==> config.mk <==
export PLATFORM = sky130hd
export DESIGN_NAME = frame_interval_meter_flat
export DESIGN_NICKNAME = d
export VERILOG_FILES = /design/src/hdl/fim_pkg.sv /design/src/hdl/fim_if.sv /design/src/hdl/fim_ram.sv /design/src/hdl/fim_div.sv /design/src/hdl/fim_ctrl.sv /design/src/hdl/fim_dp.sv /design/src/hdl/frame_interval_meter.sv /design/src/flat_wrapper.sv
export SDC_FILE = /design/constraint.sdc
export NUM_CORES = 2
export LEC_CHECK = 0
export CORE_MARGIN = 4
export CORE_UTILIZATION = 35
export CTS_CLUSTER_SIZE = 10
export DETAILED_ROUTE_END_ITERATION = 6
export DONT_BUFFER_PORTS = 1
export SKIP_LAST_GASP = 1
export SLEW_MARGIN = 40
export SYNTH_ARGS = -nofsm -noshare
export SYNTH_HDL_FRONTEND = slang
export SYNTH_HIERARCHICAL = 1
export SYNTH_SLANG_ARGS = --single-unit
==> constraint.sdc <==
create_clock -name clk -period 12.3 [get_ports clk]
set_clock_uncertainty 0.1 [all_clocks]
set_input_delay 0.615 -clock clk [delete_from_list [all_inputs] [get_ports clk]]
set_output_delay 0.615 -clock clk [all_outputs]
set_load 0.1 [all_outputs]
==> src/hdl/fim_pkg.sv <==
`default_nettype none
package fim_pkg;

  localparam int WINDOW_DEPTH  = 64;
  localparam int STAMP_BITS    = 48;

  localparam int TS_BITS       = 48;
  localparam int AVG_BITS      = 32;
  localparam int RATE_BITS     = 16;
  localparam int TPS_BITS      = 32;
  localparam int HEAD_BITS     = (WINDOW_DEPTH > 1) ? $clog2(WINDOW_DEPTH) : 1;
  localparam int FILL_BITS     = $clog2(WINDOW_DEPTH + 1);
  localparam int SUM_BITS      = AVG_BITS + $clog2(WINDOW_DEPTH);
  localparam int SPAN_BITS     = TPS_BITS + 1;
  localparam int DIV_CNT_BITS  = $clog2(SUM_BITS + 1);

  localparam int CFG_ADDR_BITS = 3;
  localparam int CFG_DATA_BITS = 32;

  // register index, taken from the word address bit
  localparam logic REG_TICKS_PER_SECOND = 1'b0;
  localparam logic [TPS_BITS-1:0] TPS_RESET = 32'd10_000_000;

  localparam logic [AVG_BITS-1:0]  INTERVAL_MAX = '1;
  localparam logic [RATE_BITS-1:0] RATE_MAX     = '1;

  typedef logic [1:0] cmd_t;
  localparam cmd_t CMD_TICK  = 2'd0;
  localparam cmd_t CMD_STOP  = 2'd1;
  localparam cmd_t CMD_START = 2'd2;
  localparam cmd_t CMD_RESET = 2'd3;

  typedef logic [STAMP_BITS-1:0] stamp_t;

  // controller -> datapath
  typedef struct packed {
    logic capture;
    logic decode;
    logic check;
    logic window;
    logic div_go;
    logic total;
    logic load_out;
  } fim_ctl_t;

  // datapath -> controller
  typedef struct packed {
    logic run_tick;
    logic fill_nz;
    logic div_done;
  } fim_stat_t;

endpackage
`default_nettype wire

==> src/hdl/fim_if.sv <==
`default_nettype none
interface fim_in_if import fim_pkg::*; ();
  logic                 valid;
  logic                 ready;
  cmd_t                 command;
  logic [TS_BITS-1:0]   timestamp;

  modport source (output valid, command, timestamp, input ready);
  modport sink   (input valid, command, timestamp, output ready);
endinterface

interface fim_out_if import fim_pkg::*; ();
  logic                 valid;
  logic                 ready;
  logic [AVG_BITS-1:0]  average_frame_ticks;
  logic [RATE_BITS-1:0] frame_rate;
  logic [TS_BITS-1:0]   total_ticks;
  logic                 is_stopped;

  modport source (output valid, average_frame_ticks, frame_rate, total_ticks, is_stopped,
                  input ready);
  modport sink   (input valid, average_frame_ticks, frame_rate, total_ticks, is_stopped,
                  output ready);
endinterface
`default_nettype wire

==> src/hdl/fim_ram.sv <==
`default_nettype none
module fim_ram #(
  parameter int WIDTH = 32,
  parameter int DEPTH = 64,
  parameter int ABITS = (DEPTH > 1) ? $clog2(DEPTH) : 1
) (
  input  wire logic             clk,
  input  wire logic             we,
  input  wire logic [ABITS-1:0] waddr,
  input  wire logic [WIDTH-1:0] wdata,
  input  wire logic [ABITS-1:0] raddr,
  output logic      [WIDTH-1:0] rdata
);

  logic [WIDTH-1:0] mem [DEPTH];

  always_ff @(posedge clk) begin
    if (we) begin
      mem[waddr] <= wdata;
    end
    rdata <= mem[raddr];
  end

endmodule
`default_nettype wire

==> src/hdl/fim_div.sv <==
`default_nettype none
module fim_div import fim_pkg::*; (
  input  wire logic                 clk,
  input  wire logic                 rst_n,
  input  wire logic                 start,
  input  wire logic [SUM_BITS-1:0]  dividend,
  input  wire logic [FILL_BITS-1:0] divisor,
  output logic                      done,
  output logic      [SUM_BITS-1:0]  quotient
);

  localparam int REM_BITS = FILL_BITS + 1;

  logic                    busy_r;
  logic [DIV_CNT_BITS-1:0] cnt_r;
  logic [SUM_BITS-1:0]     q_r;
  logic [REM_BITS-1:0]     rem_r;
  logic [FILL_BITS-1:0]    dvs_r;
  logic [REM_BITS-1:0]     trial;
  logic                    fits;

  // restoring division, one quotient bit per cycle
  always_comb begin
    trial = {rem_r[REM_BITS-2:0], q_r[SUM_BITS-1]};
    fits  = (trial >= {1'b0, dvs_r});
  end

  always_ff @(posedge clk) begin
    if (!rst_n) begin
      busy_r <= 1'b0;
      cnt_r  <= '0;
    end else if (start) begin
      busy_r <= 1'b1;
      cnt_r  <= DIV_CNT_BITS'(SUM_BITS);
    end else if (busy_r) begin
      if (cnt_r == '0) begin
        busy_r <= 1'b0;
      end else begin
        cnt_r <= cnt_r - 1'b1;
      end
    end
  end

  always_ff @(posedge clk) begin
    if (start) begin
      q_r   <= dividend;
      rem_r <= '0;
      dvs_r <= divisor;
    end else if (busy_r && (cnt_r != '0)) begin
      q_r   <= {q_r[SUM_BITS-2:0], fits};
      rem_r <= fits ? (trial - {1'b0, dvs_r}) : trial;
    end
  end

  assign done     = busy_r && (cnt_r == '0);
  assign quotient = q_r;

endmodule
`default_nettype wire

==> src/hdl/fim_ctrl.sv <==
`default_nettype none
module fim_ctrl import fim_pkg::*; (
  input  wire logic      clk,
  input  wire logic      rst_n,
  input  wire logic      in_valid,
  output logic           in_ready,
  output logic           out_valid,
  input  wire logic      out_ready,
  input  wire fim_stat_t stat,
  output fim_ctl_t       ctl
);

  localparam logic [2:0] S_IDLE   = 3'd0;
  localparam logic [2:0] S_DECODE = 3'd1;
  localparam logic [2:0] S_CHECK  = 3'd2;
  localparam logic [2:0] S_WINDOW = 3'd3;
  localparam logic [2:0] S_DIVGO  = 3'd4;
  localparam logic [2:0] S_DIV    = 3'd5;
  localparam logic [2:0] S_TOTAL  = 3'd6;
  localparam logic [2:0] S_OUT    = 3'd7;

  logic [2:0] state_r, state_nxt;
  logic       out_valid_r, out_valid_nxt;
  logic       slot_free;

  assign slot_free = !out_valid_r || out_ready;

  always_comb begin
    state_nxt     = state_r;
    out_valid_nxt = out_valid_r && !out_ready;
    ctl           = '0;
    case (state_r)
      S_IDLE: begin
        if (in_valid) begin
          ctl.capture = 1'b1;
          state_nxt   = S_DECODE;
        end
      end
      S_DECODE: begin
        ctl.decode = 1'b1;
        state_nxt  = stat.run_tick ? S_CHECK : S_TOTAL;
      end
      S_CHECK: begin
        ctl.check = 1'b1;
        state_nxt = S_WINDOW;
      end
      S_WINDOW: begin
        ctl.window = 1'b1;
        state_nxt  = S_DIVGO;
      end
      S_DIVGO: begin
        ctl.div_go = 1'b1;
        state_nxt  = stat.fill_nz ? S_DIV : S_TOTAL;
      end
      S_DIV: begin
        if (stat.div_done) begin
          state_nxt = S_TOTAL;
        end
      end
      S_TOTAL: begin
        ctl.total = 1'b1;
        state_nxt = S_OUT;
      end
      S_OUT: begin
        if (slot_free) begin
          ctl.load_out  = 1'b1;
          out_valid_nxt = 1'b1;
          state_nxt     = S_IDLE;
        end
      end
      default: begin
        state_nxt = S_IDLE;
      end
    endcase
  end

  always_ff @(posedge clk) begin
    if (!rst_n) begin
      state_r     <= S_IDLE;
      out_valid_r <= 1'b0;
    end else begin
      state_r     <= state_nxt;
      out_valid_r <= out_valid_nxt;
    end
  end

  assign in_ready  = (state_r == S_IDLE);
  assign out_valid = out_valid_r;

  a_accept_decode: assert property (@(posedge clk) disable iff (!rst_n)
    (in_valid && in_ready) |=> (state_r == S_DECODE))
    else $error("accepted transaction did not enter decode");

  a_div_wait: assert property (@(posedge clk) disable iff (!rst_n)
    (state_r == S_DIV && !stat.div_done) |=> (state_r == S_DIV))
    else $error("left divide before the quotient was ready");

  a_out_load: assert property (@(posedge clk) disable iff (!rst_n)
    (state_r == S_OUT && slot_free) |=> (out_valid_r && state_r == S_IDLE))
    else $error("result not presented after completion");

  a_no_overwrite: assert property (@(posedge clk) disable iff (!rst_n)
    ctl.load_out |-> slot_free)
    else $error("result register overwritten while still pending");

endmodule
`default_nettype wire

==> src/hdl/fim_dp.sv <==
`default_nettype none
module fim_dp import fim_pkg::*; (
  input  wire logic                 clk,
  input  wire logic                 rst_n,
  input  wire fim_ctl_t             ctl,
  output fim_stat_t                 stat,
  input  wire cmd_t                 in_command,
  input  wire logic [TS_BITS-1:0]   in_timestamp,
  input  wire logic [TPS_BITS-1:0]  ticks_per_second,
  output logic      [AVG_BITS-1:0]  out_average,
  output logic      [RATE_BITS-1:0] out_rate,
  output logic      [TS_BITS-1:0]   out_total,
  output logic                      out_stopped
);

  // captured transaction
  cmd_t                 cmd_r;
  stamp_t               ts_r;

  // timer state
  stamp_t               last_r;
  stamp_t               cur_r;
  stamp_t               base_r;
  stamp_t               paused_r;
  stamp_t               stop_r;
  logic                 stopped_r;

  // window and rate state
  logic [FILL_BITS-1:0] fill_r;
  logic [HEAD_BITS-1:0] head_r, head_nxt;
  logic [SUM_BITS-1:0]  sum_r, sum_nxt;
  logic [AVG_BITS-1:0]  avg_r;
  logic [RATE_BITS-1:0] frames_r;
  logic [SPAN_BITS-1:0] span_r;
  logic [RATE_BITS-1:0] rate_r;

  // per-tick scratch
  logic [AVG_BITS-1:0]  interval_r;
  logic                 take_r;
  stamp_t               total_r;

  stamp_t               delta;
  logic [AVG_BITS-1:0]  interval_sat;
  logic [AVG_BITS-1:0]  avg_dist;
  logic                 full;
  logic                 run_tick;
  logic [AVG_BITS-1:0]  old_val;
  logic                 ram_we;
  logic                 div_start;
  logic                 div_done;
  logic [SUM_BITS-1:0]  quotient;

  always_comb begin
    run_tick     = (cmd_r == CMD_TICK) && !stopped_r;
    delta        = ts_r - last_r;
    interval_sat = (delta > stamp_t'(INTERVAL_MAX)) ? INTERVAL_MAX : delta[AVG_BITS-1:0];
    avg_dist     = (interval_r >= avg_r) ? (interval_r - avg_r) : (avg_r - interval_r);
    full         = (fill_r == FILL_BITS'(WINDOW_DEPTH));
    sum_nxt      = sum_r + SUM_BITS'(interval_r) - (full ? SUM_BITS'(old_val) : '0);
    head_nxt     = (head_r == HEAD_BITS'(WINDOW_DEPTH - 1)) ? '0 : head_r + 1'b1;
    ram_we       = ctl.window && take_r;
    div_start    = ctl.div_go && (fill_r != '0);
  end

  assign stat.run_tick = run_tick;
  assign stat.fill_nz  = (fill_r != '0);
  assign stat.div_done = div_done;

  fim_ram #(
    .WIDTH (AVG_BITS),
    .DEPTH (WINDOW_DEPTH),
    .ABITS (HEAD_BITS)
  ) u_window (
    .clk   (clk),
    .we    (ram_we),
    .waddr (head_r),
    .wdata (interval_r),
    .raddr (head_r),
    .rdata (old_val)
  );

  fim_div u_div (
    .clk      (clk),
    .rst_n    (rst_n),
    .start    (div_start),
    .dividend (sum_r),
    .divisor  (fill_r),
    .done     (div_done),
    .quotient (quotient)
  );

  always_ff @(posedge clk) begin
    if (!rst_n) begin
      last_r    <= '0;
      cur_r     <= '0;
      base_r    <= '0;
      paused_r  <= '0;
      stop_r    <= '0;
      stopped_r <= 1'b0;
      fill_r    <= '0;
      head_r    <= '0;
      sum_r     <= '0;
      avg_r     <= '0;
      frames_r  <= '0;
      span_r    <= '0;
      rate_r    <= '0;
    end else begin
      if (ctl.decode) begin
        if (run_tick) begin
          cur_r  <= ts_r;
          last_r <= ts_r;
        end else begin
          case (cmd_r)
            CMD_TICK: begin
              avg_r <= '0;
            end
            CMD_STOP: begin
              if (!stopped_r) begin
                stop_r    <= ts_r;
                stopped_r <= 1'b1;
              end
            end
            CMD_START: begin
              if (stopped_r) begin
                paused_r  <= paused_r + (ts_r - stop_r);
                last_r    <= ts_r;
                stop_r    <= '0;
                stopped_r <= 1'b0;
              end
            end
            default: begin
              base_r    <= ts_r;
              last_r    <= ts_r;
              stop_r    <= '0;
              stopped_r <= 1'b0;
            end
          endcase
        end
      end

      if (ctl.check) begin
        if (frames_r != RATE_MAX) begin
          frames_r <= frames_r + 1'b1;
        end
        span_r <= span_r + SPAN_BITS'(interval_r);
      end

      if (ctl.window) begin
        if (take_r) begin
          sum_r  <= sum_nxt;
          head_r <= head_nxt;
          if (!full) begin
            fill_r <= fill_r + 1'b1;
          end
        end
        if (span_r > SPAN_BITS'(ticks_per_second)) begin
          rate_r   <= frames_r;
          frames_r <= '0;
          span_r   <= '0;
        end
      end

      if (ctl.div_go && (fill_r == '0)) begin
        avg_r <= '0;
      end else if (div_done) begin
        avg_r <= quotient[AVG_BITS-1:0];
      end
    end
  end

  always_ff @(posedge clk) begin
    if (ctl.capture) begin
      cmd_r <= in_command;
      ts_r  <= stamp_t'(in_timestamp);
    end
    if (ctl.decode) begin
      interval_r <= interval_sat;
    end
    if (ctl.check) begin
      take_r <= (avg_dist < ticks_per_second);
    end
    if (ctl.total) begin
      total_r <= (stopped_r ? stop_r : cur_r) - paused_r - base_r;
    end
    if (ctl.load_out) begin
      out_average <= avg_r;
      out_rate    <= rate_r;
      out_total   <= TS_BITS'(total_r);
      out_stopped <= stopped_r;
    end
  end

endmodule
`default_nettype wire

==> src/hdl/frame_interval_meter.sv <==
// Channel  Dir  Handshake      Payload
// in_ch    in   valid/ready    command, timestamp
// out_ch   out  valid/ready    average_frame_ticks, frame_rate, total_ticks, is_stopped
// cfg      in   APB, pready=1  ticks_per_second at byte address 0
//
// Stop, start, reset and ticks while stopped pass decode and total before the result.
// A running tick adds check and window steps and, for a nonempty window, waits for the
// bit-serial divider that produces one quotient bit per cycle over the 38-bit window sum.
// One transaction is in flight at a time; the next is accepted while a result is pending.
// A stalled output holds the result register and delays only the completion step.
// Reset is synchronous; the interval window needs no clearing pass.
`default_nettype none
module frame_interval_meter import fim_pkg::*; (
  input  wire logic                     clk,
  input  wire logic                     rst_n,
  fim_in_if.sink                        in_ch,
  fim_out_if.source                     out_ch,
  input  wire logic                     psel,
  input  wire logic                     penable,
  input  wire logic                     pwrite,
  input  wire logic [CFG_ADDR_BITS-1:0] paddr,
  input  wire logic [CFG_DATA_BITS-1:0] pwdata,
  output logic      [CFG_DATA_BITS-1:0] prdata,
  output logic                          pready
);

  logic [TPS_BITS-1:0] tps_r;
  logic                reg_sel;
  fim_ctl_t            ctl;
  fim_stat_t           stat;

  assign pready  = 1'b1;
  assign reg_sel = (paddr[2] == REG_TICKS_PER_SECOND);

  always_ff @(posedge clk) begin
    if (!rst_n) begin
      tps_r <= TPS_RESET;
    end else if (psel && penable && pwrite && reg_sel) begin
      tps_r <= pwdata[TPS_BITS-1:0];
    end
  end

  assign prdata = reg_sel ? CFG_DATA_BITS'(tps_r) : '0;

  fim_ctrl u_ctrl (
    .clk       (clk),
    .rst_n     (rst_n),
    .in_valid  (in_ch.valid),
    .in_ready  (in_ch.ready),
    .out_valid (out_ch.valid),
    .out_ready (out_ch.ready),
    .stat      (stat),
    .ctl       (ctl)
  );

  fim_dp u_dp (
    .clk              (clk),
    .rst_n            (rst_n),
    .ctl              (ctl),
    .stat             (stat),
    .in_command       (in_ch.command),
    .in_timestamp     (in_ch.timestamp),
    .ticks_per_second (tps_r),
    .out_average      (out_ch.average_frame_ticks),
    .out_rate         (out_ch.frame_rate),
    .out_total        (out_ch.total_ticks),
    .out_stopped      (out_ch.is_stopped)
  );

endmodule
`default_nettype wire

==> src/flat_wrapper.sv <==
// flat-port wrapper written by rule: the top's interface ports become plain ports
module frame_interval_meter_flat import fim_pkg::*;
  (clk, rst_n, psel, penable, pwrite, paddr, pwdata, prdata, pready, in_ch_valid, in_ch_command, in_ch_timestamp, in_ch_ready, out_ch_valid, out_ch_average_frame_ticks, out_ch_frame_rate, out_ch_total_ticks, out_ch_is_stopped, out_ch_ready);
  fim_in_if in_ch_i ();
  fim_out_if out_ch_i ();
  input  wire logic clk;
  input  wire logic rst_n;
  input  wire logic psel;
  input  wire logic penable;
  input  wire logic pwrite;
  input  wire logic [CFG_ADDR_BITS-1:0] paddr;
  input  wire logic [CFG_DATA_BITS-1:0] pwdata;
  output logic      [CFG_DATA_BITS-1:0] prdata;
  output logic pready;
  input wire logic [$bits(in_ch_i.valid)-1:0] in_ch_valid;
  input wire logic [$bits(in_ch_i.command)-1:0] in_ch_command;
  input wire logic [$bits(in_ch_i.timestamp)-1:0] in_ch_timestamp;
  output wire logic [$bits(in_ch_i.ready)-1:0] in_ch_ready;
  output wire logic [$bits(out_ch_i.valid)-1:0] out_ch_valid;
  output wire logic [$bits(out_ch_i.average_frame_ticks)-1:0] out_ch_average_frame_ticks;
  output wire logic [$bits(out_ch_i.frame_rate)-1:0] out_ch_frame_rate;
  output wire logic [$bits(out_ch_i.total_ticks)-1:0] out_ch_total_ticks;
  output wire logic [$bits(out_ch_i.is_stopped)-1:0] out_ch_is_stopped;
  input wire logic [$bits(out_ch_i.ready)-1:0] out_ch_ready;
  assign in_ch_i.valid = in_ch_valid;
  assign in_ch_i.command = in_ch_command;
  assign in_ch_i.timestamp = in_ch_timestamp;
  assign in_ch_ready = in_ch_i.ready;
  assign out_ch_valid = out_ch_i.valid;
  assign out_ch_average_frame_ticks = out_ch_i.average_frame_ticks;
  assign out_ch_frame_rate = out_ch_i.frame_rate;
  assign out_ch_total_ticks = out_ch_i.total_ticks;
  assign out_ch_is_stopped = out_ch_i.is_stopped;
  assign out_ch_i.ready = out_ch_ready;
  frame_interval_meter u_core (.clk(clk), .rst_n(rst_n), .in_ch(in_ch_i), .out_ch(out_ch_i), .psel(psel), .penable(penable), .pwrite(pwrite), .paddr(paddr), .pwdata(pwdata), .prdata(prdata), .pready(pready));
endmodule
Word-level counts from Yosys, hierarchy flattened. Memory sizes are Yosys's and may differ from the RTL's. A register that Yosys moved wholly into a read port is not among the register bits. Cells that the tools add are included.

Input port bits: 92. Output and inout port bits: 132. Memory bits (writable): 2048. Memories: 1. Logic and storage cells: 172. Flip-flop bits (word level): 712.

$add $sub $neg: 15. Reductions and logical operators: 41. Mux-type cells: 51. Eq/ne operators: 21. Order comparisons: 5. Bitwise logic cells: 7.

Memory list: u_core.u_dp.u_window.mem (depth 64, width 32, read ports 1, clocked after Yosys merged registers in 1, wr ports 1, line fim_ram.sv:15) `logic [WIDTH-1:0] mem [DEPTH];`.

Operator list (number): two-way mux 48 bit (5); two-way mux 32 bit (7); subtractor 48 bit (4); one-hot mux 48 bit (3 select lines) (1); two-way mux 33 bit (3); one-hot mux 48 bit (2 select lines) (1); two-way mux 38 bit (2); two-way mux 16 bit (4); subtractor 32 bit (2); adder 48 bit (1); > comparator 48 x 32 -> 1 bit (second input constant) (1); adder 38 x 32 -> 38 bit (1); subtractor 38 x 32 -> 38 bit (1); adder 33 x 32 -> 33 bit (1); > comparator 33 x 32 -> 1 bit (1); greater-or-equal comparator 32 bit (1); < comparator 32 bit (1); two-way mux 6 bit (4); one-hot mux 3 bit (8 select lines) (1); AND reduction 3 bit (6); adder 16 x 1 -> 16 bit (second input constant) (1); two-way mux 1 bit (16); inequality test 16 bit (second input constant) (1); == test 3 bit (second input constant) (4); other kinds (34) (70).

Depth between registers and ports, before layout.
Word-level depth: 5. Mapped depth: 26. Gate-level depth less buffers: 25.

Hierarchy. The synthesis kept the hierarchy.

By module, submodules not included: fim_ram (area an instance 78520.3 µm², seq. area each 62139.6 µm², cells an instance 3324, instances 1); fim_dp (area an instance 41974.0 µm², seq. area each 14634.0 µm², cells an instance 4845, instances 1); fim_div (area an instance 2822.7 µm², seq. area each 1631.6 µm², cells an instance 214, instances 1); frame_interval_meter (area an instance 1577.8 µm², seq. area each 640.6 µm², cells an instance 177, instances 1); fim_ctrl (area an instance 292.8 µm², seq. area each 80.1 µm², cells an instance 33, instances 1).

Worst setup path after synthesis. No wires, ideal clock.

Kind: register to register. From: register u_core.u_ctrl.out_valid_r, in the netlist u_core/u_ctrl/out_valid. To: register u_core.u_dp.out_average[0] (enable). Buffers on the path: 0. Setup slack: 6613 ps. Arrival time: 5032 ps. Stages on the path, launching flop included: 3. Clock period less this slack: 5687 ps. Setup time: 555 ps. Required time: 11645 ps. Cell sequence: dfxtp_1 > nor2b_1 > nor2_1.

RTL lines: start: declaration (line fim_ctrl.sv:23) `logic out_valid_r, out_valid_nxt;`; start signal: assignment (line fim_ctrl.sv:83) `out_valid_r <= out_valid_nxt;`; end signal: assignment (line fim_dp.sv:186) `out_average <= avg_r;`; end: declaration (line fim_dp.sv:10) `output logic [AVG_BITS-1:0] out_average,`.

Final worst setup path.
From: register u_core.u_dp.interval_r[25]. To: register u_core.u_dp.take_r (data pin).

Cells in the longest elaborated chain, start to end: 3. Elaborated cells between the ends (all ways): 5. Classes of those cells: 2 x add/sub; 2 x order compare; 1 x mux.

Ends and longest elaborated chain: start: declaration (line fim_dp.sv:38) `logic [AVG_BITS-1:0] interval_r;`; start signal: assignment (line fim_dp.sv:177) `interval_r <= interval_sat;`; subtractor 32 bit / greater-or-equal comparator 32 bit (equally long branches) (line fim_dp.sv:57) `avg_dist = (interval_r >= avg_r) ? (interval_r - avg_r) : (avg_r - interval_r);`; two-way mux 32 bit (*) (line fim_dp.sv:57); < comparator 32 bit (*) (line fim_dp.sv:180) `take_r <= (avg_dist < ticks_per_second);`; end signal: assignment (line fim_dp.sv:180); end: declaration (line fim_dp.sv:39) `logic take_r;`.

Every way passes the cells marked *; elsewhere a longest branch is shown, timed or not. A chain may end at the register's enable or synchronous reset.

==> metrics.yaml <==
hold_buffers: 125
rsz0062_at_grt: "no"
overflow: 0
core_um2: 356000
fmax_mhz: 160
grt_pass1_vias: 75600
netlist_area_um2: 125000
layout.nets: 9434
grt_pass1_wl_mm: 509
end_kind: "flop"
final_common_cell: "edfxtp_1"
path_class: "flop to flop"
fp.dieH_um: 606
vias: 75300
synth_compound_gate_area_share_pct: 7.69
synth_seq_area_share_pct: 63.2
placed_cells: 13100
finalCoreUtilization_pct: 40.3
cp_max_fo: 68
cp-start-kind: "flop"
final_cell_mix: "edfxtp_1, nand2_1, a21oi_1"
fin_setup_tns_ns: 0
port_buffers: 0
finalCritPeriodShare_pct: 50.8
track_usage_pct: 18.6
clock_sinks: 2792
synthMuxAreaShare_pct: 12.1
synth_warnings: 6
yosys.area_share.adder_pct: 5.60
cts_made_buffers: 328
synth_edf_count: 2321
drive_above_1_share_pct: 16.0
cp.arrival_ns: 6.85
clk_latency_ns: 0.91
synth.distinct_cells: 106
area_delta_synth_final_pct: 14.6
period_minus_slack_ns: 6.25
post_cts_resized: 0
yosys.area_share.simple_pct: 6.55
dieArea_um2: 367000
hold_depth: 2
synth-seq-cells: 2792
die_width_um: 606
synth_nets: 9167
finalSetupViolations: 0
clk_path_buf_depth: 4
core.rowCount: 219
root_buffer: "clkbuf_16"
synth_flop_cell: "edfxtp_1"
grt_max_degree: 150
h-tree-depth: 5
maxCapViolCount: 0
netlist_instances: 8593
wl_mm: 350
ios: 224
p_leak_nw: 46.9
hold_violations: 0
dr.first_iter.drc_count: 7412
status: "completed"
hold_ws_ns: 0.0688
firstDrtPassIters: 6
place_hpwl_mm: 214
tightest_slew_ns: 0.908
cts_tree: "done"
slew_headroom_pct: 39.6
syn_area_per_cell_um2: 14.6
drcViolationCount: 0
start_util_pct: 35.2
ir_worst_vdd_mv: 0.110
p_per_area_nw_per_um2: 158
synthXorXnorAreaFrac_pct: 1.62
antenna_found_initial: 19
postSynth.asyncResetShare_pct: 0
via_per_inst: 5.48
wl_per_cell_um: 25.5
cts_setup_buffers: 0
maxSlewViolCount: 0
place_congestion: 0.873
final_cells: 13700
clkTransAtPathRegs_ns: 0.06
ant_nets: 0
hp-class: "input pin to flop"
reg2reg_depth: 22
synth_top_family_by_area: "multiplexers"
nFillCells: 32100
required_ns: 12.90
cells by family (layout without fill, tap and decap cells):
group / count (synthesis) / after routing
xor gates and xnor gates: 231 / 231
DFF: 2792 / 2792
AOI/OAI and AO/OA: 1509 / 1509
muxes: 822 / 822
other: 1 / 11
adders and majority gates: 482 / 482
and+or+nand+nor: 1777 / 1777
buffers and inverters: 979 / 1368
registers in the layout, indices dropped and copies added (netlist names), 48 cells and up:
name and count:
u_core/u_dp/u_window/mem 2048, u_core/u_dp/base_r 48, u_core/u_dp/cur_r 48, u_core/u_dp/last_r 48
u_core/u_dp/out_total 48, u_core/u_dp/paused_r 48, u_core/u_dp/stop_r 48, u_core/u_dp/total_r 48
u_core/u_dp/ts_r 48
area by class of cell:
class / count / area [µm²] / share of cell area (%)
clock buffers: 423 / 8720 / 6.08
well taps: 4751 / 5940 / 4.15
inverters: 555 / 2100 / 1.46
multi-input cells: 4822 / 43000 / 30.0
repair buffers: 361 / 4150 / 2.89
flip-flops and latches: 2792 / 79100 / 55.2
clock inverters: 29 / 352 / 0.245
diodes: 10 / 25.0 / 0.0174
worst paths after layout:
path / startpoint / endpoint / slack (ns)
max: u_core/u_dp/interval_r[25] / u_core/u_dp/take_r / 6.05
max reg2reg: u_core/u_dp/interval_r[25] / u_core/u_dp/take_r / 6.05
min: rst_n / u_core/u_dp/rate_r[12] / 0.07
min reg2reg: u_core/u_dp/total_r[29] / u_core/u_dp/out_total[29] / 0.28
per-stage QoR:
step           worst slack [ns]  cell area (µm²)  total power [mW]
6_report                   6.05           143000              22.7
2_1_floorplan              6.61           125000              13.3
3_5_place_dp               5.77           133000              14.2
3_3_place_gp               5.33           131000              14.2
4_1_cts                    5.75           143000              22.8
5_1_grt                    5.57           143000              23.6
Yosys cell counts (97+ instances only):
library cell | number | area [µm²]
a21oi_1 | 607 | 3040
o21ai_0 | 166 | 831
nand4_1 | 102 | 638
xnor2_1 | 134 | 1170
nor2b_1 | 101 | 632
a21o_1 | 174 | 1310
nor2_1 | 446 | 1670
mux4_2 | 544 | 12300
nand2_1 | 685 | 2570
mux2i_1 | 187 | 1870
nand3_1 | 133 | 666
clkbuf_1 | 254 | 953
fa_1 | 131 | 2620
edfxtp_1 | 2321 | 69700
dfxtp_1 | 471 | 9430
inv_1 | 552 | 2070
xor2_1 | 97 | 850
ha_1 | 351 | 4390
worst max-delay path, cell delays in order (launching register included):
cell and delay, ns:
edfxtp_1 0.34, buf_6 0.48, ha_1 0.49, a21o_1 0.23
a21o_1 0.19, a2111oi_0 0.46, nor4_1 0.17, a2111oi_1 0.56
nand2_2 0.53, nor3b_1 0.33, a21oi_1 0.08, xor2_1 0.18
ha_1 0.30, a21oi_1 0.17, nor2b_1 0.06, o21ai_0 0.17
nand2b_1 0.09, a21oi_1 0.16, nor2b_1 0.07, o211ai_1 0.18
nand4_1 0.12, a221oi_1 0.43, o21a_1 0.20
metal layers:
layer / vias to the layer above / track usage, % / wire (µm) / share of wire (%)
li1: 33000 / - / - / -
met1: 38800 / 24.4 / 141000 / 40
met2: 2949 / 31.2 / 170000 / 48
met3: 594 / 3.11 / 25900 / 7.4
met4: 0 / 6.42 / 13700 / 3.9
met5: - / 0 / 0 / 0
report_power, final:
part	switching [mW]	internal, mW
logic	2.14	1.48
registers	0.179	10.3
clock network	3.61	4.92
total	5.93	16.7
Note: power is estimated with default switching activity, not from simulation.
